<file path="src/sv/slt_ram.sv">
// Generic single write, single read RAM with registered read data.
module slt_ram #(
    parameter int WIDTH = 8,
    parameter int DEPTH = 16
) (
    input  logic                     clk,
    input  logic                     we,
    input  logic [$clog2(DEPTH)-1:0] waddr,
    input  logic [WIDTH-1:0]         wdata,
    input  logic [$clog2(DEPTH)-1:0] raddr,
    output logic [WIDTH-1:0]         rdata
);

    logic [WIDTH-1:0] mem [DEPTH];
    logic [WIDTH-1:0] rdata_reg;

    // Write port and registered read port
    always_ff @(posedge clk)
    begin
        if (we)
        begin
            mem[waddr] <= wdata;
        end
        rdata_reg <= mem[raddr];
    end

    assign rdata = rdata_reg;

endmodule

</file>
<file path="config.mk">
export PLATFORM = sky130hd
export DESIGN_NAME = slt_ram
export DESIGN_NICKNAME = d
export VERILOG_FILES = /design/src/sv/slt_ram.sv
export SDC_FILE = /design/constraint.sdc
export NUM_CORES = 1
export LEC_CHECK = 0
export BUFFER_PORTS_ARGS = -buffer_cell sky130_fd_sc_hd__buf_2
export CAP_MARGIN = 20
export CORE_AREA = 5 5 99 101
export DETAILED_ROUTE_END_ITERATION = 8
export DIE_AREA = 0 0 104 106
export GPL_ROUTABILITY_DRIVEN = 1
export PLACE_DENSITY = 0.75
export SETUP_SLACK_MARGIN = 0.4
export SYNTH_ARGS = -nofsm -noshare
export SYNTH_HDL_FRONTEND = slang
export SYNTH_SLANG_ARGS = --single-unit
</file>
<file path="constraint.sdc">
create_clock -name clk -period 2 [get_ports clk]
set_input_delay 0 -clock clk [delete_from_list [all_inputs] [get_ports clk]]
set_output_delay 0 -clock clk [all_outputs]
set_load 0.005 [all_outputs]
</file>
==> flow_summary.toml <==
[die]
die_h_um = 106
io_pins = 26
initial_utilization = 0.576
core_um2 = 8930
dieArea_um2 = 11000
rows = 35
die_w_um = 104

[power]
power_mw = 6.65
p_per_area_nw_per_um2 = 1080
p_leak_nw = 2.13
irDropWorstVdd_v = 0.000565

[clock_tree]
cts_inserted_buffers = 17
post_cts_buffers = 0
path_clk_slew_ns = 0.06
cts_tree = "yes"
clock_latency_ns = 0.51
htree_levels = 4
clk_path_buf_depth = 2
cts_root_buffer = "clkbuf_8"
clock_sinks = 136

[drt]
ant_nets = 0
via_count = 2538
via_per_inst = 6.09
drt_wl_total_um = 9990
drt_first_pass_iters = 5
post_drt_wl_per_cell_um = 24.0
drc = 0
drtIter0Drc = 215

[worst_setup_path]
worstSetupPathType = "reg2reg"
startpoint_type = "register"
worst_ep_required_time_ns = 2.40
crit_path_end_kind = "register"
crit_arrival_ns = 1.80
critical_path.max_fanout = 1

[placed_design]
hpwl_um = 6150
portBuffers = 25
placed_cells = 377
gp_congestion = 0.808

[synth]
ys_seq_area_frac = 0.778
ys.flop_type = "edfxtp_1"
synth_common_cells = "128 x edfxtp_1, 18 x mux4_2, 16 x a22oi_1"
synthArstFlopShare = 0
synth_area_leaders = "edfxtp_1 75%, mux4_2 7.9%, mux4_1 7.1%"
syn_nets = 247
synth_edf_count = 128
postSynthCellCount = 229
syn_area_um2 = 5150
yosys_warnings = 0
yosys.cell_count.top_type = "edfxtp_1"
avgSynthCellArea_um2 = 22.5
ys_types = 19
ys_ff_latch = 136
synth_top_area_cell = "edfxtp_1"
synth_top_area_share = 0.747

[global_routing]
grtUsageTotal = 0.196
grt_max_degree = 33
grt_pass1_wl_um = 15400
grt_pass1_vias = 2583
gr-total-overflow = 0
antenna_found_initial = 0

[final_layout]
layout.area.seq_um2 = 4000
finalNetCount = 311
antennaDiodeCount = 0
syn2layout_area_growth_pct = 20.2
fillers = 564
fin_cells = 417
multi_input_area_um2 = 1060
drive_above_1_share = 0.310
largest_register_ffs = 128

[sta]
finalSetupTns_ns = 0
rsz0062_at_grt = "no"
finClkSkew_ns = 0.00626
fin_crit_ns = 1.40
min_period_over_period = 0.700
setup_violations = 0
drv_slew = 0
hold_violations = 0
worst-slew-pin-transition_ns = 0.678
timing.slew.headroom = 0.546
clock.fmax_mhz = 715

[min_path]
hold_path.class = "in2reg"

[outcome]
status = "complete, no violations"

[job]
max-cap-violations = 0
worst max-delay path: stages (launching register included):
cell	delay, ns
edfxtp_1	0.36
mux4_1	0.57
a22oi_1	0.27
nand2_1	0.09
metrics by stage:
step | hold WS (ns) | utilization | setup WS (ns) | instance area, µm²
after floorplan | 0.0989 | - | 0.507 | 5150
after global routing | 0.0412 | 0.693 | 0.569 | 6190
after CTS | 0.00958 | 0.693 | 0.599 | 6190
final | 0.0283 | 0.693 | 0.601 | 6190
after global placement | 0.377 | 0.616 | 0.500 | 5500
after detailed placement | 0.378 | 0.616 | 0.491 | 5500
where the power goes:
group          internal, mW  switching, mW
logic                 0.138          0.166
registers              3.19         0.0185
clock network          2.02           1.12
metal layers:
metal  global-route usage  up-vias  wire length [µm]
met1                0.257     1303              3960
met2                0.310      114              5150
li1                     -     1103                 -
met5                    0        -                 0
met3               0.0565       18               664
met4               0.0851        0               210
path summary, 6_finish.rpt:
check	startpoint	to	slack (ns)	depth (start not counted)
max	mem[5][0]$_DFFE_PP_	rdata[0]$_DFF_P_	0.60	3
max reg2reg	mem[5][0]$_DFFE_PP_	rdata[0]$_DFF_P_	0.60	3
min reg2reg	mem[15][2]$_DFFE_PP_	rdata[2]$_DFF_P_	0.67	3
min	waddr[2]	mem[3][1]$_DFFE_PP_	0.03	3
final cells by class:
| class | instances | share of cell area |
|---|---|---|
| Sequential cell | 136 | 0.647 |
| Multi-Input combinational cell | 83 | 0.171 |
| Clock buffer | 20 | 0.0688 |
| Timing Repair Buffer | 55 | 0.0619 |
| Clock inverter | 12 | 0.0289 |
| Tap cell | 111 | 0.0224 |
cell usage in the layout (no fill, tap or decap), types with 2 or more instances in the layout:
cell	instances
bufinv_16	4
nand3b_1	2
a22oi_1	16
nand2b_1	2
dlygate4sd3_1	8
clkbuf_1	3
mux4_1	14
edfxtp_1	128
nand2_1	9
clkinv_4	3
nor3_1	4
clkinvlp_4	3
clkbuf_16	16
mux4_2	18
dfxtp_1	8
nor2_1	13
buf_2	25
clkinv_2	2
buf_4	21
repair_timing:
item / in CTS / in global routing
setup endpoints to repair: 0 / 0
gates resized for setup: 0 / 0
endpoints found under the hold margin: 128 / 0
hold buffers: 8 / 0
logic make-up (layout without fill, tap and decap cells):
group,after synthesis,count (layout),synth area share
compound gates,16,16,0.0233
buf+inv,10,87,0.0168
simple gates,35,35,0.0318
flops,136,136,0.778
mux,32,32,0.150
Power figures use the tool's default switching activity.
