## config.mk

```make
export PLATFORM = sky130hd
export DESIGN_NAME = slt_cmp
export DESIGN_NICKNAME = d
export VERILOG_FILES = /design/src/sv/slt_pkg.sv /design/src/sv/slt_cmp.sv
export SDC_FILE = /design/constraint.sdc
export NUM_CORES = 1
export LEC_CHECK = 0
export BUFFER_PORTS_ARGS = -buffer_cell sky130_fd_sc_hd__buf_2
export CAP_MARGIN = 20
export CORE_AREA = 2 2 131 133
export DETAILED_ROUTE_END_ITERATION = 16
export DIE_AREA = 0 0 133 135
export GPL_TIMING_DRIVEN = 0
export PLACE_DENSITY = 0.52
export SYNTH_ARGS = -nofsm -noshare
export SYNTH_HDL_FRONTEND = slang
export SYNTH_SLANG_ARGS = --single-unit
export TNS_END_PERCENT = 30
```

## constraint.sdc

```tcl
create_clock -name vclk -period 1.9
set_input_delay 0.095 -clock vclk [all_inputs]
set_output_delay 0.095 -clock vclk [all_outputs]
set_load 0.03 [all_outputs]
```

## src/sv/slt_pkg.sv

```systemverilog
// Shared types, constants and codes for the scoped lease table.
package slt_pkg;

    // Table geometry
    localparam int ENTRIES = 64;
    localparam int IDX_W   = $clog2(ENTRIES);
    localparam int CNT_W   = 7;
    localparam int KEY_W   = 32;
    localparam int TIME_W  = 64;
    localparam int RGT_W   = 3;

    // Rights a lease can hold: read, write, forward
    localparam logic [7:0] RIGHTS_ALL = 8'h07;

    typedef enum logic [2:0] {
        MODE_GRANT   = 3'd0,
        MODE_REVOKE  = 3'd1,
        MODE_CHECK   = 3'd2,
        MODE_RELEASE = 3'd3,
        MODE_REAP    = 3'd4
    } mode_t;

    typedef enum logic [2:0] {
        STAT_OK     = 3'd0,
        STAT_INVAL  = 3'd1,
        STAT_FULL   = 3'd2,
        STAT_NOENT  = 3'd3,
        STAT_DENIED = 3'd4
    } status_t;

    typedef enum logic [1:0] {
        S_IDLE,
        S_SCAN,
        S_FINISH
    } state_t;

    // Input beat
    typedef struct packed {
        logic [2:0]        mode;
        logic [KEY_W-1:0]  session_key;
        logic [KEY_W-1:0]  cred_key;
        logic [7:0]        rights;
        logic [TIME_W-1:0] expiry_time;
        logic [TIME_W-1:0] now_time;
    } lease_req_t;

    // Result beat
    typedef struct packed {
        logic [2:0]       status;
        logic [CNT_W-1:0] removed_count;
        logic [CNT_W-1:0] entry_count;
    } lease_rsp_t;

    // One stored lease
    typedef struct packed {
        logic [KEY_W-1:0]  session;
        logic [KEY_W-1:0]  cred;
        logic [RGT_W-1:0]  rights;
        logic [TIME_W-1:0] expiry;
    } entry_t;

    localparam int ENTRY_W = $bits(entry_t);

    // Compare unit flags for one entry
    typedef struct packed {
        logic sess_eq;
        logic cred_eq;
        logic expired;
        logic rights_ok;
    } cmp_t;

    // Lease memory access from the sequencer
    typedef struct packed {
        logic             we;
        logic [IDX_W-1:0] waddr;
        entry_t           wdata;
        logic [IDX_W-1:0] raddr;
    } ram_req_t;

endpackage

```

## src/sv/slt_cmp.sv

```systemverilog
// Shared compare unit: tests one stored lease against the current request.
module slt_cmp import slt_pkg::*; (
    input  entry_t     ent,
    input  lease_req_t req,
    output cmp_t       flags
);

    logic [7:0] have;

    assign have = {{(8-RGT_W){1'b0}}, ent.rights};

    // Key matches, expiry test and rights coverage
    always_comb
    begin
        flags.sess_eq   = (ent.session == req.session_key);
        flags.cred_eq   = (ent.cred == req.cred_key);
        flags.expired   = (ent.expiry != '0) && (req.now_time >= ent.expiry);
        flags.rights_ok = ((req.rights & ~have) == 8'h00);
    end

endmodule

```

==> flow_summary_export.csv, run 1 <==
group,metric,value,unit
worst_setup_path,slowest_stage,"sky130_fd_sc_hd__nor4_4",
finish,seqCellArea,0,um2
place,pre_cts_ws,-0.156,ns
yosys,netlist.top_cell.by_area,"sky130_fd_sc_hd__ha_1",
routing,firstDrtPassIters,4,
sta,tightestPinTransition,0.469,ns
worst_hold_path,hp-class,"in -> out",
floorplan,dieWidth,133,um
worst_setup_path,timing.critical_path.to_type,"output pin",
finish,n_sequential_cell,0,
yosys,avgSynthCellArea,7.19,um2
status,run_status,"complete, no violations",
sta,layout_min_cycle_time,1.80,ns
grt,gr-usage-met2,0.219,
yosys,synth.yosys.seq_area_share,0,
floorplan,placeableCoreArea,16400,um2
grt,via_count_of_the_first_global_routing_pass,3416,
yosys,post_synth_top_cells,"sky130_fd_sc_hd__inv_1 (68), sky130_fd_sc_hd__ha_1 (64), sky130_fd_sc_hd__xor2_1 (64)",
worst_setup_path,critPathArrivalTime,1.70,ns
grt,top_usage_layer,"met2",
yosys,synth_top_cells_by_area,"sky130_fd_sc_hd__ha_1 (32%), sky130_fd_sc_hd__xor2_1 (23%), sky130_fd_sc_hd__inv_1 (10%), sky130_fd_sc_hd__nor4_1 (8.6%), sky130_fd_sc_hd__a21oi_1 (5.3%)",
worst_setup_path,cp_slowest_stage_delay,0.35,ns
sta,fin_tns_setup,0,ns
yosys,yosysWarningCount,0,
finish,final_nets,1018,
grt,grt_util_all_layers,0.107,
sta,timing.final.hold_violations,0,
power_and_ir_drop,max-vdd-ir-drop,0.0622,mV
routing,drt_first_iter_violations,36,
worst_setup_path,required,1.80,ns
yosys,number_of_distinct_library_cells_after_synthesis,28,
grt,met1_resource_use_gr,0.124,
finish,clock_buffer_count,0,
routing,drcViolationCount,0,
routing,antenna_violating_nets_post_route,0,
sta,slew_headroom,0.685,
routing,route.detailed.vias_per_inst,4.03,
grt,grt_max_degree,5,
grt,met3_track_demand_over_resource,0.0139,
power_and_ir_drop,power_per_cell_area,188,nW/um2
sta,timing_max_transition_violations_final,0,
place,portBuffers,271,
worst_setup_path,critical_path_peak_fanout,2,
floorplan,floorplan.initialDensity,0.151,
floorplan,std_cell_rows,47,
grt,grt_pass1_wl,15500,um
sta,fmaxAchievable,557,MHz
finish,nFillCells,1833,
sta,setup-violations-final,0,
finish,antenna_cells_inserted,0,
job,maxCapViolations,0,
yosys,synth.most_common_cell,"sky130_fd_sc_hd__inv_1",
yosys,synth_cells,344,
yosys,synth_top_area_frac,0.324,
yosys,synth.net_count,742,
worst_setup_path,path_class,"in -> out",
place,dp.final_hpwl,9940,um
worst_setup_path,path_cells,"buf_6, inv_2, ha_4, nand4_1, nor4_4, a211oi_2, o21ai_1, a2bb2oi_1, a31oi_1, buf_4",
clocking,cts-hold-fix-buffers,0,
worst_setup_path,cp_num_buf_inv,3,
sta,finalWorstSetupSlack,0.105,ns
grt,initial_antenna_violation_count,0,
routing,finalWirelength,10500,um
floorplan,fp.dieArea,18000,um2
finish,syn2layout_area_growth,77.0,%
place,globalplace.congestion,0.750,
finish,post_route_cells_drive_above_1_share,0.495,
worst_setup_path,cp_top_family,"simple AND/OR/NAND/NOR gates",
floorplan,io_pins,338,
grt,total_grt_overflow,0,
routing,vias,3375,
yosys,syn-cell-area,2470,um2
sta,final_min_period_over_clock_period,0.945,
floorplan,die_y,135,um
routing,drt-wirelength-per-cell,12.6,um
worst_setup_path,start_kind,"input port",
power_and_ir_drop,power.leakage,2.45,nW
-- layer usage --
metal	up-vias	wire length (um)
met2	144	5500
met3	0	747
met1	1462	4280
met4	0	0
met5	-	0
li1	1769	-
-- path summary, 6_finish.rpt --
path,from,endpoint,cells past startpoint
setup / recovery,ent[26],flags[1],10
hold / removal,req[135],flags[0],3
-- layout make-up --
class | count | area (um2) | area share
tap | 220 | 275 | 0.0628
multi-input combinational | 276 | 2410 | 0.551
inverter | 68 | 258 | 0.0588
timing repair buffer | 274 | 1440 | 0.328
-- cell families (layout without fill, tap and decap cells) --
| group | count (synthesis) | after routing | share of synthesized area |
|---|---|---|---|
| AND/OR/NAND/NOR | 94 | 94 | 0.217 |
| buffers and inverters | 68 | 342 | 0.103 |
| adder cells (fa/ha/maj) | 64 | 64 | 0.324 |
| XOR/XNOR | 64 | 64 | 0.226 |
| AO/OA/AOI/OAI | 54 | 54 | 0.130 |
-- what timing repair did --
item                       CTS  global route
setup endpoints to repair    1             1
setup buffers                0             3
resized for setup            6            37
pin swaps                    1            29
-- worst min-delay path, cell delays in order --
cell	delay, ns
sky130_fd_sc_hd__buf_2	0.07
sky130_fd_sc_hd__nor4_1	0.04
sky130_fd_sc_hd__buf_2	0.17
-- per-stage QoR --
| step | cell area [um2] | utilization | total power, mW | hold slack (ns) | std cells |
|---|---|---|---|---|---|
| 5_1_grt | 4380 | 0.267 | 0.941 | 0.488 | 838 |
| 4_1_cts | 4140 | 0.252 | 0.777 | 0.472 | 835 |
| 6_report | 4380 | 0.267 | 0.822 | 0.467 | 838 |
| 2_1_floorplan | 2470 | - | 0.347 | 0.304 | 344 |
| 3_5_place_dp | 4110 | 0.250 | 0.761 | 0.472 | 835 |
| 3_3_place_gp | 4110 | 0.250 | 0.754 | 0.466 | 835 |
-- where the power goes --
group / switching (mW) / internal [mW] / total [mW] / leakage, nW
clock network: 0 / 0 / 0 / 0
registers: 0 / 0 / 0 / 0
logic: 0.384 / 0.439 / 0.822 / 2.45
-- cells in the final DEF, fill, tap and decap left out, types with 3 or more instances in the layout --
cell type / Yosys / final
sky130_fd_sc_hd__xor2_1: 64 / 64
sky130_fd_sc_hd__and4_1: 3 / 3
sky130_fd_sc_hd__buf_4: 0 / 4
sky130_fd_sc_hd__nand3_1: 5 / 5
sky130_fd_sc_hd__ha_4: 0 / 11
sky130_fd_sc_hd__buf_6: 0 / 7
sky130_fd_sc_hd__inv_1: 68 / 62
sky130_fd_sc_hd__nor4_1: 34 / 34
sky130_fd_sc_hd__a21oi_1: 26 / 25
sky130_fd_sc_hd__nand2_1: 21 / 21
sky130_fd_sc_hd__nor2_2: 0 / 3
sky130_fd_sc_hd__inv_2: 0 / 5
sky130_fd_sc_hd__nor2_1: 10 / 7
sky130_fd_sc_hd__buf_2: 0 / 262
sky130_fd_sc_hd__ha_1: 64 / 53
sky130_fd_sc_hd__nand4_1: 15 / 15
sky130_fd_sc_hd__o21ai_0: 12 / 10
Note: power is estimated with default switching activity, not from simulation.
==> run 2: changes to the inputs <==
==> config.mk (replaced) <==
export PLATFORM = sky130hd
export DESIGN_NAME = slt_cmp
export DESIGN_NICKNAME = d
export VERILOG_FILES = /design/src/sv/slt_pkg.sv /design/src/sv/slt_cmp.sv
export SDC_FILE = /design/constraint.sdc
export NUM_CORES = 1
export LEC_CHECK = 0
export CAP_MARGIN = 20
export CORE_AREA = 2 2 132 134
export DETAILED_ROUTE_END_ITERATION = 16
export DIE_AREA = 0 0 134 136
export DONT_BUFFER_PORTS = 1
export GPL_TIMING_DRIVEN = 0
export SYNTH_ARGS = -nofsm -noshare
export SYNTH_HDL_FRONTEND = slang
export SYNTH_SLANG_ARGS = --single-unit
export TNS_END_PERCENT = 30
==> flow_summary_export.csv, run 2 (synthesis gave the netlist of run 1 again) <==
group,metric,value,unit
routing,finalWirelength,9170,um
routing,drt-wirelength-per-cell,16.1,um
sta,tightestPinTransition,0.586,ns
finish,post-route-cell-area,2810,um2
sta,timing.final.hold_violations,0,
sta,layout_min_cycle_time,1.78,ns
power_and_ir_drop,power_per_cell_area,163,nW/um2
status,run_status,"complete, no violations",
job,maxCapViolations,0,
routing,antenna_violating_nets_post_route,0,
finish,post_route_cells_drive_above_1_share,0.0319,
place,globalplace.congestion,0.856,
floorplan,dieWidth,134,um
finish,seqCellArea,0,um2
grt,initial_antenna_violation_count,0,
worst_setup_path,path_class,"in -> out",
finish,leading_cell_types_in_the_layout_fill_and_taps_excluded,"sky130_fd_sc_hd__inv_1 (68), sky130_fd_sc_hd__xor2_1 (64), sky130_fd_sc_hd__ha_1 (64)",
routing,route.detailed.vias_per_inst,4.27,
routing,vias,2433,
floorplan,floorplan.initialDensity,0.147,
grt,grt_pass1_wl,12700,um
sta,timing_max_transition_violations_final,0,
worst_setup_path,timing.critical_path.to_type,"output pin",
worst_setup_path,critical_path_peak_fanout,2,
finish,multi_input_area,2260,um2
place,portBuffers,0,
worst_setup_path,cp_top_family,"compound AO/OA/AOI/OAI gates",
finish,nFillCells,1916,
worst_setup_path,slowest_stage,"sky130_fd_sc_hd__a2111oi_1",
floorplan,placeableCoreArea,16900,um2
power_and_ir_drop,max-vdd-ir-drop,0.0442,mV
worst_setup_path,start_kind,"input port",
worst_setup_path,path_cells,"inv_1, ha_1, a21o_1, nand3_1, a21oi_1, a2111oi_1, a2bb2oi_1, a31oi_4",
finish,n_sequential_cell,0,
floorplan,std_cell_rows,48,
power_and_ir_drop,power.leakage,1.36,nW
worst_setup_path,cp_num_buf_inv,1,
place,dp.final_hpwl,8910,um
grt,grt_util_all_layers,0.0911,
routing,drcViolationCount,0,
grt,grt_max_degree,5,
worst_setup_path,required,1.80,ns
worst_setup_path,critPathArrivalTime,1.68,ns
finish,antenna_cells_inserted,0,
finish,clock_buffer_count,0,
grt,total_grt_overflow,0,
sta,fmaxAchievable,563,MHz
sta,grt_setup_unrepaired,"false",
finish,syn2layout_area_growth,13.4,%
grt,via_count_of_the_first_global_routing_pass,2426,
floorplan,fp.dieArea,18200,um2
worst_setup_path,cp_slowest_stage_delay,0.46,ns
sta,setup-violations-final,0,
routing,firstDrtPassIters,4,
finish,final_nets,745,
floorplan,io_pins,338,
sta,final_min_period_over_clock_period,0.935,
worst_setup_path,cp_num_cells,8,
place,post_dp_cell_area,2760,um2
routing,drt_first_iter_violations,49,
sta,slew_headroom,0.608,
worst_hold_path,hp-class,"in -> out",
floorplan,die_y,136,um
worst_setup_path,crit_start,"ent[53]",
power_and_ir_drop,total_power,0.456,mW
worst_setup_path,endpoint,"flags[1]",
finish,layout.cells.most_common,"sky130_fd_sc_hd__inv_1",
[run 2: layout make-up]
cell class	instances	area share
well taps	225	0.100
repair buffers	1	0.00178
inverters	68	0.0909
multi-input cells	276	0.807
[run 2: repair_timing]
action / 4_1_cts / 5_1_grt
hold buffers: 0 / 0
pin swaps: 0 / 3
gates cloned: 0 / 0
buffers inserted: 0 / 0
resized for setup: 4 / 4
setup endpoints to repair: 1 / 1
[run 2: worst min-delay path by stage]
stage                  start  endpoint  slack, ns  depth (start not counted)
floorplan           req[134]  flags[0]       0.30                          1
global placement    req[134]  flags[0]       0.31                          1
detailed placement  req[131]  flags[0]       0.38                          2
CTS                 req[131]  flags[0]       0.38                          2
global route        req[134]  flags[0]       0.39                          2
finish              req[131]  flags[0]       0.38                          2
[run 2: power breakdown]
part           internal, mW  switching, mW
clock network             0              0
logic                 0.214          0.242
registers                 0              0
[run 2: layer usage]
layer | share of wire | routed length [um] | up-vias | track usage
li1 | - | - | 1221 | -
met1 | 0.40 | 3700 | 1053 | 0.113
met2 | 0.51 | 4650 | 155 | 0.174
met3 | 0.079 | 727 | 4 | 0.0108
met4 | 0.0097 | 89 | 0 | 0.00768
met5 | 0 | 0 | - | 0
[run 2: stage by stage]
step | utilization | hold WS (ns) | TNS (ns) | instances | worst slack [ns]
after global placement | 0.163 | 0.308 | -0.315 | 569 | -0.315
after detailed placement | 0.164 | 0.379 | -0.321 | 570 | -0.321
final | 0.166 | 0.379 | 0 | 570 | 0.124
after global routing | 0.166 | 0.385 | 0 | 570 | 0.00269
after CTS | 0.165 | 0.379 | 0 | 570 | 0.00162
after floorplan | - | 0.304 | 0 | 344 | 0.162
