--- src/sv/slt_pkg.sv ---
// Shared types, constants and codes for the scoped lease table.
package slt_pkg;

    // Table geometry
    localparam int ENTRIES = 64;
    localparam int IDX_W   = $clog2(ENTRIES);
    localparam int CNT_W   = 7;
    localparam int KEY_W   = 32;
    localparam int TIME_W  = 64;
    localparam int RGT_W   = 3;

    // Rights a lease can hold: read, write, forward
    localparam logic [7:0] RIGHTS_ALL = 8'h07;

    typedef enum logic [2:0] {
        MODE_GRANT   = 3'd0,
        MODE_REVOKE  = 3'd1,
        MODE_CHECK   = 3'd2,
        MODE_RELEASE = 3'd3,
        MODE_REAP    = 3'd4
    } mode_t;

    typedef enum logic [2:0] {
        STAT_OK     = 3'd0,
        STAT_INVAL  = 3'd1,
        STAT_FULL   = 3'd2,
        STAT_NOENT  = 3'd3,
        STAT_DENIED = 3'd4
    } status_t;

    typedef enum logic [1:0] {
        S_IDLE,
        S_SCAN,
        S_FINISH
    } state_t;

    // Input beat
    typedef struct packed {
        logic [2:0]        mode;
        logic [KEY_W-1:0]  session_key;
        logic [KEY_W-1:0]  cred_key;
        logic [7:0]        rights;
        logic [TIME_W-1:0] expiry_time;
        logic [TIME_W-1:0] now_time;
    } lease_req_t;

    // Result beat
    typedef struct packed {
        logic [2:0]       status;
        logic [CNT_W-1:0] removed_count;
        logic [CNT_W-1:0] entry_count;
    } lease_rsp_t;

    // One stored lease
    typedef struct packed {
        logic [KEY_W-1:0]  session;
        logic [KEY_W-1:0]  cred;
        logic [RGT_W-1:0]  rights;
        logic [TIME_W-1:0] expiry;
    } entry_t;

    localparam int ENTRY_W = $bits(entry_t);

    // Compare unit flags for one entry
    typedef struct packed {
        logic sess_eq;
        logic cred_eq;
        logic expired;
        logic rights_ok;
    } cmp_t;

    // Lease memory access from the sequencer
    typedef struct packed {
        logic             we;
        logic [IDX_W-1:0] waddr;
        entry_t           wdata;
        logic [IDX_W-1:0] raddr;
    } ram_req_t;

endpackage

--- src/sv/slt_seq.sv ---
// Sequencer: scans the lease memory one slot per cycle and applies the operation.
module slt_seq import slt_pkg::*; (
    input  logic       clk,
    input  logic       rst_n,
    input  logic       start,
    output logic       busy,
    input  lease_req_t req,
    output logic       done,
    output lease_rsp_t rsp,
    output lease_req_t cur_req,
    input  cmp_t       flags,
    output ram_req_t   ram
);

    state_t             state_reg, state_next;
    lease_req_t         req_reg, req_next;
    logic [IDX_W:0]     idx_reg, idx_next;
    logic               eval_vld_reg, eval_vld_next;
    logic [IDX_W-1:0]   eval_idx_reg, eval_idx_next;
    logic [ENTRIES-1:0] valid_reg, valid_next;
    logic [CNT_W-1:0]   live_reg, live_next;
    logic [CNT_W-1:0]   removed_reg, removed_next;
    logic               hit_reg, hit_next;
    logic               free_reg, free_next;
    logic [IDX_W-1:0]   slot_reg, slot_next;
    logic [2:0]         chk_stat_reg, chk_stat_next;
    logic               bad_reg, bad_next;
    logic               done_reg, done_next;
    lease_rsp_t         rsp_reg, rsp_next;
    logic               ent_v;
    logic [2:0]         stat;

    // Control state
    always_ff @(posedge clk or negedge rst_n)
    begin
        if (!rst_n)
        begin
            state_reg    <= S_IDLE;
            idx_reg      <= '0;
            eval_vld_reg <= 1'b0;
            valid_reg    <= '0;
            live_reg     <= '0;
            removed_reg  <= '0;
            hit_reg      <= 1'b0;
            free_reg     <= 1'b0;
            bad_reg      <= 1'b0;
            done_reg     <= 1'b0;
        end
        else
        begin
            state_reg    <= state_next;
            idx_reg      <= idx_next;
            eval_vld_reg <= eval_vld_next;
            valid_reg    <= valid_next;
            live_reg     <= live_next;
            removed_reg  <= removed_next;
            hit_reg      <= hit_next;
            free_reg     <= free_next;
            bad_reg      <= bad_next;
            done_reg     <= done_next;
        end
    end

    // Payload registers
    always_ff @(posedge clk)
    begin
        req_reg      <= req_next;
        eval_idx_reg <= eval_idx_next;
        slot_reg     <= slot_next;
        chk_stat_reg <= chk_stat_next;
        rsp_reg      <= rsp_next;
    end

    assign ent_v = valid_reg[eval_idx_reg];

    // Next state, scan evaluation and finish
    always_comb
    begin
        state_next    = state_reg;
        req_next      = req_reg;
        idx_next      = idx_reg;
        eval_vld_next = 1'b0;
        eval_idx_next = eval_idx_reg;
        valid_next    = valid_reg;
        live_next     = live_reg;
        removed_next  = removed_reg;
        hit_next      = hit_reg;
        free_next     = free_reg;
        slot_next     = slot_reg;
        chk_stat_next = chk_stat_reg;
        bad_next      = bad_reg;
        done_next     = 1'b0;
        rsp_next      = rsp_reg;
        stat          = STAT_OK;
        ram.we        = 1'b0;
        ram.waddr     = slot_reg;
        ram.wdata.session = req_reg.session_key;
        ram.wdata.cred    = req_reg.cred_key;
        ram.wdata.rights  = req_reg.rights[RGT_W-1:0];
        ram.wdata.expiry  = req_reg.expiry_time;
        ram.raddr     = idx_reg[IDX_W-1:0];

        case (state_reg)
            S_IDLE:
            begin
                if (start)
                begin
                    req_next     = req;
                    idx_next     = '0;
                    removed_next = '0;
                    hit_next     = 1'b0;
                    free_next    = 1'b0;
                    chk_stat_next = STAT_OK;
                    // Unknown modes and grants with stray rights skip the scan
                    bad_next = (req.mode > MODE_REAP) ||
                               ((req.mode == MODE_GRANT) &&
                                ((req.rights & ~RIGHTS_ALL) != 8'h00));
                    state_next = bad_next ? S_FINISH : S_SCAN;
                end
            end

            S_SCAN:
            begin
                // Issue the read for the next slot
                if (idx_reg != ENTRIES[IDX_W:0])
                begin
                    eval_vld_next = 1'b1;
                    eval_idx_next = idx_reg[IDX_W-1:0];
                    idx_next      = idx_reg + 1'b1;
                end
                else
                begin
                    state_next = S_FINISH;
                end

                // Evaluate the slot whose data just came back
                if (eval_vld_reg)
                begin
                    case (req_reg.mode)
                        MODE_GRANT:
                        begin
                            if (!hit_reg)
                            begin
                                if (ent_v && flags.sess_eq && flags.cred_eq)
                                begin
                                    hit_next  = 1'b1;
                                    slot_next = eval_idx_reg;
                                end
                                else if (!ent_v && !free_reg)
                                begin
                                    free_next = 1'b1;
                                    slot_next = eval_idx_reg;
                                end
                            end
                        end
                        MODE_REVOKE:
                        begin
                            if (!hit_reg && ent_v && flags.sess_eq && flags.cred_eq)
                            begin
                                hit_next = 1'b1;
                                valid_next[eval_idx_reg] = 1'b0;
                                live_next = live_reg - 1'b1;
                            end
                        end
                        MODE_CHECK:
                        begin
                            if (!hit_reg && ent_v && flags.cred_eq)
                            begin
                                hit_next = 1'b1;
                                chk_stat_next = (flags.sess_eq && !flags.expired &&
                                                 flags.rights_ok) ? STAT_OK : STAT_DENIED;
                            end
                        end
                        MODE_RELEASE:
                        begin
                            if (ent_v && flags.sess_eq)
                            begin
                                valid_next[eval_idx_reg] = 1'b0;
                                live_next    = live_reg - 1'b1;
                                removed_next = removed_reg + 1'b1;
                            end
                        end
                        MODE_REAP:
                        begin
                            if (ent_v && flags.expired)
                            begin
                                valid_next[eval_idx_reg] = 1'b0;
                                live_next    = live_reg - 1'b1;
                                removed_next = removed_reg + 1'b1;
                            end
                        end
                        default:
                        begin
                        end
                    endcase
                end
            end

            S_FINISH:
            begin
                if (bad_reg)
                begin
                    stat = STAT_INVAL;
                end
                else
                begin
                    case (req_reg.mode)
                        MODE_GRANT:
                        begin
                            if (!hit_reg && !free_reg)
                            begin
                                stat = STAT_FULL;
                            end
                            else if ((req_reg.session_key == '0) ||
                                     (req_reg.cred_key == '0))
                            begin
                                stat = STAT_INVAL;
                            end
                            else
                            begin
                                // Store the lease; a fresh slot adds to the count
                                ram.we = 1'b1;
                                if (!hit_reg)
                                begin
                                    valid_next[slot_reg] = 1'b1;
                                    live_next = live_reg + 1'b1;
                                end
                            end
                        end
                        MODE_REVOKE:  stat = hit_reg ? STAT_OK : STAT_NOENT;
                        MODE_CHECK:   stat = hit_reg ? chk_stat_reg : STAT_NOENT;
                        MODE_RELEASE: stat = STAT_OK;
                        MODE_REAP:    stat = STAT_OK;
                        default:      stat = STAT_INVAL;
                    endcase
                end
                rsp_next.status        = stat;
                rsp_next.removed_count = removed_reg;
                rsp_next.entry_count   = live_next;
                done_next  = 1'b1;
                state_next = S_IDLE;
            end

            default:
            begin
                state_next = S_IDLE;
            end
        endcase
    end

    assign busy    = (state_reg != S_IDLE);
    assign done    = done_reg;
    assign rsp     = rsp_reg;
    assign cur_req = req_reg;

endmodule

--- config.mk ---
export PLATFORM = sky130hd
export DESIGN_NAME = slt_seq
export DESIGN_NICKNAME = d
export VERILOG_FILES = /design/src/sv/slt_pkg.sv /design/src/sv/slt_seq.sv
export SDC_FILE = /design/constraint.sdc
export NUM_CORES = 1
export LEC_CHECK = 0
export ABC_AREA = 1
export BUFFER_PORTS_ARGS = -buffer_cell sky130_fd_sc_hd__buf_4
export CORE_AREA = 4 4 223 225
export CTS_BUF_LIST = sky130_fd_sc_hd__clkbuf_8
export DETAILED_ROUTE_END_ITERATION = 10
export DIE_AREA = 0 0 227 229
export SETUP_SLACK_MARGIN = 0.05
export SLEW_MARGIN = 10
export SYNTH_ARGS = -nofsm -noshare
export SYNTH_HDL_FRONTEND = slang
export SYNTH_SLANG_ARGS = --single-unit
export TNS_END_PERCENT = 30
--- constraint.sdc ---
create_clock -name clk -period 5.9 [get_ports clk]
set_input_delay 0.885 -clock clk [delete_from_list [all_inputs] [get_ports clk]]
set_output_delay 0.885 -clock clk [all_outputs]
set_load 0.02 [all_outputs]
==> out/results.txt, run 1 <==
Fraction of layout cells with a size suffix above 1 -> 0.328
Max reg flops -> 203
Rows -> 80
Die Y -> 229 µm
First-pass DRT Iterations -> 7
Clk_lat worst skew -> 0.68 ns
Synth warnings -> 0
Final Power -> 8.69 mW
Most common cell in the netlist -> nand2_1
# fillers -> 4576
Mean Syn Cell Area -> 9.82 µm²
First-pass GRT wire length -> 95.0 mm
Global route total overflow -> 0
Power per Cell Area -> 434 nW/µm²
Ports -> 576
Die X -> 227 µm
GP Congestion -> 1.04
Worst-margin pin slew -> 1.10 ns
Post-Synthesis Cells -> 1528
Setup violators final -> 0
Total CTS buffers -> 59
FF-to-FF End -> valid_reg[41]$_DFFE_PN0P_
Post-synthesis sequential area ratio -> 0.620
Final hold vios -> 0
Remaining antenna violation count -> 0
Status -> finished, final reports clean
CTS Sinks -> 325
R2R cell count -> 16
Vias in the first global route -> 12.3k
Fmax -> 300 MHz
Post-CTS Setup Bufs -> 0
Initial Util -> 0.316
Synth top cells by count -> 458 x nand2_1, 233 x edfxtp_1, 188 x o21ai_0, 139 x buf_4, 127 x inv_1
Cell variety after synth -> 34
Area leader, netlist -> edfxtp_1
# resized after CTS -> 0
Layout area overhead -> 33.5%
Clock tree buffer depth -> 3
Non-Filler Instances -> 2668
Synth top area cells -> edfxtp_1 47%, dfrtp_1 15%, nand2_1 11%, buf_4 7.0%, o21ai_0 6.3%
Setup TNS -> 0 ns
Critical Path AT -> 3.94 ns
Syn_nets -> 1746
Register-to-register setup slack -> 2.57 ns
Cts hold-fix bufs -> 0
DR vias -> 13.1k
RSZ-0062 raised after global routing -> no
Clock slew at reported path FFs -> 0.06 ns
Synthesis-stage register bit count -> 325
Maximum vdd ir drop -> 269 µV
Crit path max fanout -> 41
Max_cap viols -> 0
Routed vias/inst -> 4.91
Antenna violations before repair -> 31
H-tree levels -> 2
Predominant post-synthesis flop cell -> edfxtp_1
Inst Count DP -> 2550
Period minus WS final -> 3.33 ns
Post-synth EDFFs -> 233
Top cell type's share of synthesized area -> 0.466
Critical Path End Type -> register
Core area -> 47500 µm²
GRT Overall Usage -> 0.260
Post-synthesis cell area -> 15000 µm²
Final WL -> 70.5 mm
Ys async rst share -> 0.283
Worst clock skew -> 0.0391 ns
1st-iter DRT viols -> 1654
DRC Markers -> 0
HPWL after detailed placement -> 54.5 mm
Port bufs -> 575
Nets -> 2214
Slew Limit Headroom -> 0.269
Largest net degree at the start of global routing -> 136
Die footprint -> 52000 µm²
RR Startpoint -> eval_idx_reg[0]$_DFFE_PP_
Worst hold slack -> 0.143 ns
Root Buffer -> clkbuf_8
Max Slew Vio Count -> 0
Crit start category -> register
CTS tree -> built
Drt wl/cell -> 26.4 µm
HP Class -> primary input to asynchronous set/reset pin
Leakage -> 9.17 nW
Tcrit/Tclk final -> 0.565
WP data required -> 6.51 ns
WS Path Type -> register to register
[cell type report]
| cell class | instances | area [µm²] | share of cell area |
|---|---|---|---|
| inverters | 133 | 507 | 0.0253 |
| well taps | 615 | 769 | 0.0384 |
| clock inverters | 46 | 254 | 0.0127 |
| diodes | 12 | 30.0 | 0.00150 |
| multi-input cells | 897 | 3990 | 0.199 |
| flip-flops and latches | 325 | 9300 | 0.464 |
| repair buffers | 580 | 4370 | 0.218 |
| clock buffers | 60 | 826 | 0.0412 |
[per-layer routing]
metal,GRT usage,vias up,share of wire
li1,-,5875,-
met1,0.384,6400,0.45
met2,0.351,698,0.40
met3,0.106,97,0.12
met4,0.0686,20,0.026
met5,0,-,0.0017
[how the worst max path moves through the flow]
stage	depth (start not counted)	startpoint	slack, ns	end
final	16	eval_idx_reg[0]$_DFFE_PP_	2.57	valid_reg[41]$_DFFE_PN0P_
after global routing	16	eval_idx_reg[0]$_DFFE_PP_	2.16	valid_reg[41]$_DFFE_PN0P_
after CTS	16	eval_idx_reg[0]$_DFFE_PP_	2.58	valid_reg[41]$_DFFE_PN0P_
after detailed placement	16	eval_idx_reg[0]$_DFFE_PP_	2.59	valid_reg[47]$_DFFE_PN0P_
after global placement	16	eval_idx_reg[0]$_DFFE_PP_	2.69	valid_reg[44]$_DFFE_PN0P_
after floorplan	3	start	0.42	bad_reg$_DFFE_PN0P_
[cell families (layout without fill, tap and decap cells)]
| logic type | count (synthesis) | count (layout) | synth area share |
|---|---|---|---|
| AND/OR/NAND/NOR | 666 | 666 | 0.181 |
| flip-flops | 325 | 325 | 0.620 |
| other | 0 | 12 | 0 |
| buffers and inverters | 306 | 819 | 0.115 |
| XOR/XNOR | 9 | 9 | 0.00525 |
| AO/OA/AOI/OAI | 214 | 214 | 0.0724 |
| adder cells (fa/ha/maj) | 8 | 8 | 0.00667 |
[worst max-delay path, stage by stage, from the launching register on]
cell,delay (ns)
edfxtp_1,0.32
buf_4,0.36
inv_2,0.34
nand2_1,0.14
nand3_1,0.08
nand2_1,0.09
o21ai_1,0.08
nand2_1,0.08
nor2_1,0.07
nand2_2,0.12
nand2_1,0.07
nand2_2,0.10
nand3_1,0.12
nor2_4,0.65
buf_4,0.43
nand2_1,0.10
nand2_1,0.08
[report_power, final]
group	leakage, nW	internal (mW)	switching [mW]
Sequential	3.46	3.08	0.441
Clock	0.626	1.03	1.01
Combinational	5.08	1.02	2.10
[per-stage QoR]
stage | worst slack (ns) | util | instance area (µm²)
floorplan | 0.425 | - | 15000
global placement | 2.69 | 0.398 | 18900
detailed placement | 2.59 | 0.398 | 18900
CTS | 2.58 | 0.421 | 20000
global route | 2.16 | 0.421 | 20000
finish | 2.57 | 0.421 | 20000
[cell usage in the layout, fill, tap and decap left out, types with 17 or more instances in the layout]
cell type	instances
buf_4	579
clkbuf_8	60
clkinv_1	17
dfrtp_1	92
edfxtp_1	233
inv_1	145
nand2_1	458
nand3_1	76
nor2_1	88
o21ai_0	188
Power figures use the tool's default switching activity.
==> run 2, diff against run 1 <==
--- a/config.mk
+++ b/config.mk
@@ -5,12 +5,12 @@
 export SDC_FILE = /design/constraint.sdc
 export NUM_CORES = 1
 export LEC_CHECK = 0
-export ABC_AREA = 1
+export ABC_AREA = 0
 export BUFFER_PORTS_ARGS = -buffer_cell sky130_fd_sc_hd__buf_4
-export CORE_AREA = 4 4 223 225
+export CORE_AREA = 4 4 220 222
 export CTS_BUF_LIST = sky130_fd_sc_hd__clkbuf_8
 export DETAILED_ROUTE_END_ITERATION = 10
-export DIE_AREA = 0 0 227 229
+export DIE_AREA = 0 0 224 226
 export SETUP_SLACK_MARGIN = 0.05
 export SLEW_MARGIN = 10
 export SYNTH_ARGS = -nofsm -noshare
==> constraint.sdc (replaced) <==
create_clock -name clk -period 3 [get_ports clk]
set_input_delay 0.45 -clock clk [delete_from_list [all_inputs] [get_ports clk]]
set_output_delay 0.45 -clock clk [all_outputs]
set_load 0.02 [all_outputs]
==> run 2 against run 1 <==
Global-route usage shrank 1.1 points. Via count fell by 13%. Core utilization grew 4.0 points. Routed wire length is 7.5% lower. Sequential share of layout area is 2.9 points lower. Maximum frequency up 15%. Combinational power fell by 83%. Cell count fell by 12%. Flip-flop and latch count is the same. Setup slack got worse by 2.5 ns. Total power is 12% higher. Critical path type unchanged. Largest power group unchanged. Highest routed layer unchanged.
==> out/results.txt, run 2 <==
Final WS setup -> 0.101 ns (-2.47 ns)
CTS tree -> built
HP Class -> primary input to register
Worst hold slack -> 0.0629 ns (-0.0803 ns)
Drt wl/cell -> 27.7 µm (+5.0%)
Nets -> 1903 (-14%)
Status -> finished, final reports clean
Synth top area cells -> edfxtp_1 51%, dfrtp_1 17%, buf_4 7.6%, a21oi_1 1.7%, o21ai_0 1.7%
RSZ-0062 raised after global routing -> no
Die Y -> 226 µm (-1.3%)
Met3 Use GR -> 0.0632 (-0.0430)
Worst clock skew -> 0.0230 ns (-0.0162 ns)
Port bufs -> 575 (unchanged)
HPWL after detailed placement -> 50.1 mm (-8.2%)
Leakage -> 8.95 nW (-2.4%)
GRT Overall Usage -> 0.248 (-0.0112)
GR Util met1 -> 0.293 (-0.0905)
Sequential power share -> 0.499 (+0.093)
CTS Sinks -> 325 (unchanged)
Ys async rst share -> 0.283 (unchanged)
Final Core Density -> 0.461 (+0.0400)
Predominant post-synthesis flop cell -> edfxtp_1
Post-synth EDFFs -> 233 (unchanged)
Final hold vios -> 0 (unchanged)
Slew Limit Headroom -> 0.130 (-0.139)
Setup violators final -> 0 (unchanged)
Rows -> 79 (-1.3%)
Core area -> 46400 µm² (-2.5%)
Commonest non-fill, non-tap cell in the layout -> buf_4
First-pass DRT Iterations -> 5 (-2)
Total CTS buffers -> 58 (-1.7%)
Critical Path End Type -> register
Non-Filler Instances -> 2351 (-12%)
Switching Share -> 0.226 (-0.183)
Max reg flops -> 203 (unchanged)
Mean Syn Cell Area -> 14.2 µm² (+45%)
Critical Path AT -> 3.44 ns (-0.50 ns)
Commonest non-fill, non-tap cells in the layout -> 634 x buf_4, 233 x edfxtp_1, 195 x dlygate4sd3_1
Clock slew at reported path FFs -> 0.06 ns (about the same)
Initial Util -> 0.295 (-0.0207)
R2R cell count -> 8 (-8)
DR vias -> 11.4k (-13%)
H-tree levels -> 2 (unchanged)
Layout area overhead -> 56.5%
Global route total overflow -> 0 (unchanged)
Synth warnings -> 0 (unchanged)
Post-synthesis sequential area ratio -> 0.680 (+0.0604)
Fmax -> 345 MHz (+15%)
GP Congestion -> 0.922 (-11%)
Die X -> 224 µm (-1.3%)
Routed vias/inst -> 4.85 (-1.1%)
Crit path max fanout -> 15 (-63%)
Post-synthesis cell area -> 13700 µm² (-8.9%)
Clk_lat worst skew -> 0.66 ns (-0.02 ns)
Cell variety after synth -> 71 (+110%)
Vias in the first global route -> 11.7k (-4.9%)
First-pass GRT wire length -> 90.2 mm (-5.0%)
Gate power share -> 0.056 (-0.303)
Synthesis-stage register bit count -> 325 (unchanged)
Final WL -> 65.2 mm (-7.5%)
Crit start category -> register
Root Buffer -> clkbuf_8
Syn_nets -> 1180 (-32%)
Most common cell in the netlist -> edfxtp_1
Area leader, netlist -> edfxtp_1
Pre-CTS setup slack -> -0.0166 ns (-2.61 ns)
Die footprint -> 50600 µm² (-2.6%)
Tcrit/Tclk final -> 0.966 (+0.402)
WS Path Type -> register to register
Gr busiest metal -> met2
WP data required -> 3.54 ns (-2.97 ns)
Maximum vdd ir drop -> 524 µV (+95%)
Cell Int Power -> 7.51 mW (+46%)
Inst Count DP -> 2023 (-21%)
Top cell type's share of synthesized area -> 0.512 (+0.0454)
# fillers -> 4101 (-10%)
Worst-margin pin slew -> 1.30 ns (+0.208 ns)
Ports -> 576 (unchanged)
Hold path depth -> 1
Power per Cell Area -> 454 nW/µm² (+4.7%)
Met2 Use GR -> 0.444 (+0.0926)
Post-Synthesis Cells -> 962 (-37%)
Max Slew Vio Count -> 0 (unchanged)
Synth top cells by count -> 233 x edfxtp_1, 139 x buf_4, 92 x dfrtp_1, 47 x a21oi_1, 47 x o21ai_0
Clock tree buffer depth -> 3 (unchanged)
Clock Power Share -> 0.445 (+0.210)
DRC Markers -> 0 (unchanged)
Remaining antenna violation count -> 0 (unchanged)
Net Switching -> 2.20 mW (-38%)
Largest net degree at the start of global routing -> 204 (+50%)
Fraction of layout cells with a size suffix above 1 -> 0.446 (+0.118)
Period minus WS final -> 2.90 ns (-0.432 ns)
Max_cap viols -> 0 (unchanged)
Antenna violations before repair -> 15 (-52%)
1st-iter DRT viols -> 880 (-47%)
Setup TNS -> 0 ns (unchanged)
==> run 2: cell count changes in the layout (fill, tap and decap cells not counted), sizes merged, moves of 49 or more <==
cell,previous run,this run
o21ai,197,56
nand2,463,39
nor2,93,44
buf,580,640
inv,152,28
nand3,76,17
dlygate4sd3,0,195
==> run 2: area by class of cell <==
class / instances / area [µm²] / area share
clock buffer: 68 / 936 / 0.0437
multi-input combinational: 449 / 3230 / 0.151
inverter: 16 / 63.8 / 0.00298
clock inverter: 42 / 265 / 0.0124
antenna: 9 / 22.5 / 0.00105
tap: 607 / 759 / 0.0355
sequential: 325 / 9300 / 0.435
timing repair buffer: 835 / 6820 / 0.319
==> run 2: per-layer routing <==
| metal | vias up | wire length, µm |
|---|---|---|
| met1 | 5692 | 24800 |
| met5 | - | 21 |
| met4 | 4 | 2430 |
| met2 | 638 | 32700 |
| li1 | 4970 | - |
| met3 | 109 | 5260 |
==> run 2: power by group through the flow <==
stage / combinational [mW] / clock, mW / sequential, mW
detailed placement: 0.310 / 0 / 4.94
global placement: 0.304 / 0 / 4.94
floorplan: 0.0231 / 0 / 4.93
global route: 0.576 / 4.64 / 4.85
finish: 0.544 / 4.32 / 4.85
CTS: 0.542 / 4.44 / 4.85
==> run 2: critical path: stages (launching register included) <==
cell and delay [ns]:
edfxtp_1 0.59, or4b_2 0.73, a31oi_2 0.34, a31o_2 0.23, nor4_2 0.06, buf_4 0.21, nand3b_1 0.35, nor2_1 0.09
o22a_1 0.19
==> run 2: kinds of logic (layout without fill, tap and decap cells) <==
kind of cell	after synthesis	after routing	share of synthesized area
buffers and inverters	188	961	0.0957
AND/OR/NAND/NOR	218	218	0.0888
other	0	9	0
multiplexers	29	29	0.0335
adder cells (fa/ha/maj)	8	8	0.00732
flip-flops	325	325	0.680
XOR/XNOR	17	17	0.0109
AO/OA/AOI/OAI	177	177	0.0837
==> run 2: what timing repair did <==
item,in CTS,in global routing
gates resized for setup,8,13
pin swaps,2,4
hold buffers,195,0
endpoints found under the hold margin,242,0
buffers inserted,3,11
endpoints found under the setup margin,18,55
==> run 2: metrics by stage <==
step | power, mW | cell area, µm²
floorplan | 4.96 | 13700
global placement | 5.24 | 18000
detailed placement | 5.25 | 18000
CTS | 9.83 | 21200
global route | 10.1 | 21400
finish | 9.71 | 21400
==> run 2: path summary, 6_finish.rpt <==
| check | startpoint | endpoint | slack [ns] |
|---|---|---|---|
| setup / recovery | cur_req[200]$_DFFE_PP_ | valid_reg[32]$_DFFE_PN0P_ | 0.10 |
| hold reg to reg | live_reg[6]$_DFFE_PN0P_ | live_reg[6]$_DFFE_PN0P_ | 0.49 |
| max in group asynchronous | rst_n | valid_reg[42]$_DFFE_PN0P_ | 1.90 |
| min in group asynchronous | rst_n | valid_reg[52]$_DFFE_PN0P_ | 0.41 |
| hold / removal | req[178] | cur_req[178]$_DFFE_PP_ | 0.06 |
| setup reg to reg | cur_req[200]$_DFFE_PP_ | valid_reg[32]$_DFFE_PN0P_ | 0.10 |
==> run 3, diff against run 2 <==
--- a/config.mk
+++ b/config.mk
@@ -7,10 +7,11 @@
 export LEC_CHECK = 0
 export ABC_AREA = 0
 export BUFFER_PORTS_ARGS = -buffer_cell sky130_fd_sc_hd__buf_4
-export CORE_AREA = 4 4 220 222
+export CORE_AREA = 2 2 224 226
 export CTS_BUF_LIST = sky130_fd_sc_hd__clkbuf_8
 export DETAILED_ROUTE_END_ITERATION = 10
-export DIE_AREA = 0 0 224 226
+export DIE_AREA = 0 0 226 228
+export HOLD_SLACK_MARGIN = 0.12
 export SETUP_SLACK_MARGIN = 0.05
 export SLEW_MARGIN = 10
 export SYNTH_ARGS = -nofsm -noshare
==> constraint.sdc (replaced) <==
create_clock -name clk -period 2.5 [get_ports clk]
set_input_delay 0.375 -clock clk [delete_from_list [all_inputs] [get_ports clk]]
set_output_delay 0.375 -clock clk [all_outputs]
set_load 0.02 [all_outputs]
==> run 3 against run 2 <==
The run now ends with setup timing left. Sequential power up 20%. Global-route usage about the same. Clock power is 24% higher.
==> out/results.txt, run 3 (same netlist as run 2, synthesis figures left out) <==
1st-iter DRT viols -> 868 (-1.4%)
Clk_lat worst skew -> 0.67 ns (about the same)
Leakage -> 9.63 nW (+7.7%)
Fraction of layout cells with a size suffix above 1 -> 0.514 (+0.0676)
Inst Count DP -> 2176 (+7.6%)
Max reg flops -> 203 (unchanged)
HP Class -> primary input to asynchronous set/reset pin
Fmax -> 362 MHz
Global route total overflow -> 0 (unchanged)
Root Buffer -> clkbuf_8
Switching Share -> 0.232 (+0.00570)
Final WL -> 66.5 mm (+2.0%)
Tcrit/Tclk final -> 1.10
Worst clock skew -> 0.0243 ns (+0.00127 ns)
WP data required -> 2.12 ns (-1.42 ns)
Power per Cell Area -> 513 nW/µm² (+13%)
Die X -> 226 µm (+0.89%)
Pre-CTS setup slack -> -0.406 ns (-0.389 ns)
H-tree levels -> 2 (unchanged)
Final hold vios -> 0 (unchanged)
Drt wl/cell -> 26.2 µm (-5.7%)
HPWL after detailed placement -> 50.8 mm (+1.4%)
Layout area overhead -> 69.0%
Routed vias/inst -> 4.69 (-3.4%)
GP Congestion -> 0.911 (-1.2%)
Clock slew at reported path FFs -> 0.06 ns (about the same)
Ports -> 576 (unchanged)
RSZ-0062 raised after global routing -> yes
Crit start category -> register
Clock tree buffer depth -> 3 (unchanged)
DRC Markers -> 0 (unchanged)
Total CTS buffers -> 59 (+1.7%)
Commonest non-fill, non-tap cell in the layout -> buf_4
Max Slew Vio Count -> 0 (unchanged)
Critical Path End Type -> primary output
Port bufs -> 575 (unchanged)
CTS tree -> built
Status -> finished with violations
Slew Limit Headroom -> 0.354 (+0.224)
Die footprint -> 51500 µm² (+1.8%)
Setup violators final -> 86 (+86)
Cell Int Power -> 9.11 mW (+21%)
Critical Path AT -> 2.39 ns (-1.05 ns)
CTS Sinks -> 325 (unchanged)
DR vias -> 11.9k (+4.4%)
Crit path max fanout -> 2 (-13)
Setup TNS -> -13.33 ns (-13.33 ns)
First-pass DRT Iterations -> 5 (unchanged)
Core area -> 49300 µm² (+6.5%)
GRT Overall Usage -> 0.249 (+0.000275)
Commonest non-fill, non-tap cells in the layout -> 706 x buf_4, 233 x edfxtp_1, 209 x dlygate4sd3_1
Vias in the first global route -> 12.0k (+2.7%)
Remaining antenna violation count -> 0 (unchanged)
Sequential power share -> 0.491 (-0.008)
Worst-margin pin slew -> 0.969 ns (-0.336 ns)
Non-Filler Instances -> 2542 (+8.1%)
Net Switching -> 2.75 mW (+25%)
First-pass GRT wire length -> 90.0 mm (-0.19%)
Design Area, Final -> 23100 µm² (+8.0%)
Clock Power Share -> 0.452 (+0.007)
Rows -> 82 (+3.8%)
Period minus WS final -> 2.76 ns
Placed cell areas -> 18800 µm² (+4.5%)
Nets -> 2023 (+6.3%)
Die Y -> 228 µm (+0.88%)
Antenna violations before repair -> 27 (+12)
Max_cap viols -> 0 (unchanged)
Initial Util -> 0.277 (-0.0179)
Final WS setup -> -0.262 ns (-0.363 ns)
Failing checks -> setup timing
# fillers -> 4327 (+5.5%)
WS Path Type -> register to primary output
Largest net degree at the start of global routing -> 89 (-56%)
Maximum vdd ir drop -> 564 µV (+7.6%)
Gate power share -> 0.058 (+0.002)
[run 3: power groups by stage]
| stage | sequential [mW] | combinational (mW) | clock (mW) |
|---|---|---|---|
| final | 5.82 | 0.683 | 5.36 |
| after global routing | 5.82 | 0.716 | 5.75 |
| after CTS | 5.82 | 0.671 | 5.49 |
| after detailed placement | 5.93 | 0.368 | 0 |
| after global placement | 5.93 | 0.362 | 0 |
| after floorplan | 5.92 | 0.0277 | 0 |
[run 3: path summary, 6_finish.rpt]
check	start	end	slack, ns	depth (start not counted)
min in group clk	flags[3]	hit_reg$_DFFE_PN0P_	0.33	5
min reg2reg	removed_reg[6]$_DFFE_PN0P_	rsp[13]$_DFFE_PP_	0.49	0
max in group asynchronous	rst_n	valid_reg[53]$_DFFE_PN0P_	1.04	3
min	rst_n	valid_reg[51]$_DFFE_PN0P_	0.28	3
max reg2reg	eval_idx_reg[0]$_DFFE_PP_	valid_reg[61]$_DFFE_PN0P_	-0.26	11
max	cur_req[142]$_DFFE_PP_	ram[143]	-0.26	7
[run 3: metrics by stage]
step                 util  hold slack [ns]  total power [mW]
global route        0.468            0.293              12.3
finish              0.468            0.282              11.9
detailed placement  0.381            0.278              6.29
floorplan               -           0.0794              5.95
CTS                 0.462            0.266              12.0
global placement    0.381            0.278              6.29
[run 3: layout make-up]
class | instances | area (µm²) | area share
sequential | 325 | 9300 | 0.402
timing repair buffer | 953 | 7940 | 0.343
multi-input combinational | 450 | 3690 | 0.160
clock buffer | 66 | 908 | 0.0393
tap | 672 | 841 | 0.0364
clock inverter | 45 | 333 | 0.0144
inverter | 16 | 63.8 | 0.00276
antenna | 15 | 37.5 | 0.00162
[run 3: worst max-delay path, stage by stage (launching register included)]
cell and delay, ns:
edfxtp_1 0.49, nor4_2 0.29, nand4_1 0.19, buf_6 0.18, o221ai_4 0.25, buf_6 0.15
nor2_4 0.04, buf_6 0.13
[run 3: metal layers]
| layer | vias up | wire length, µm | track usage | share of wire |
|---|---|---|---|---|
| met4 | 14 | 3250 | 0.116 | 0.049 |
| li1 | 5209 | - | - | - |
| met1 | 5922 | 25100 | 0.290 | 0.38 |
| met2 | 635 | 32800 | 0.425 | 0.49 |
| met3 | 137 | 5330 | 0.0668 | 0.080 |
| met5 | - | 91 | 0 | 0.0014 |
[run 3: repair_timing]
action,4_1_cts,5_1_grt
hold buffers,209,0
buffers inserted,19,10
gates resized for setup,125,47
hold endpoints to repair,300,0
pin swaps,39,25
setup endpoints to repair,93,89
cloned,4,0
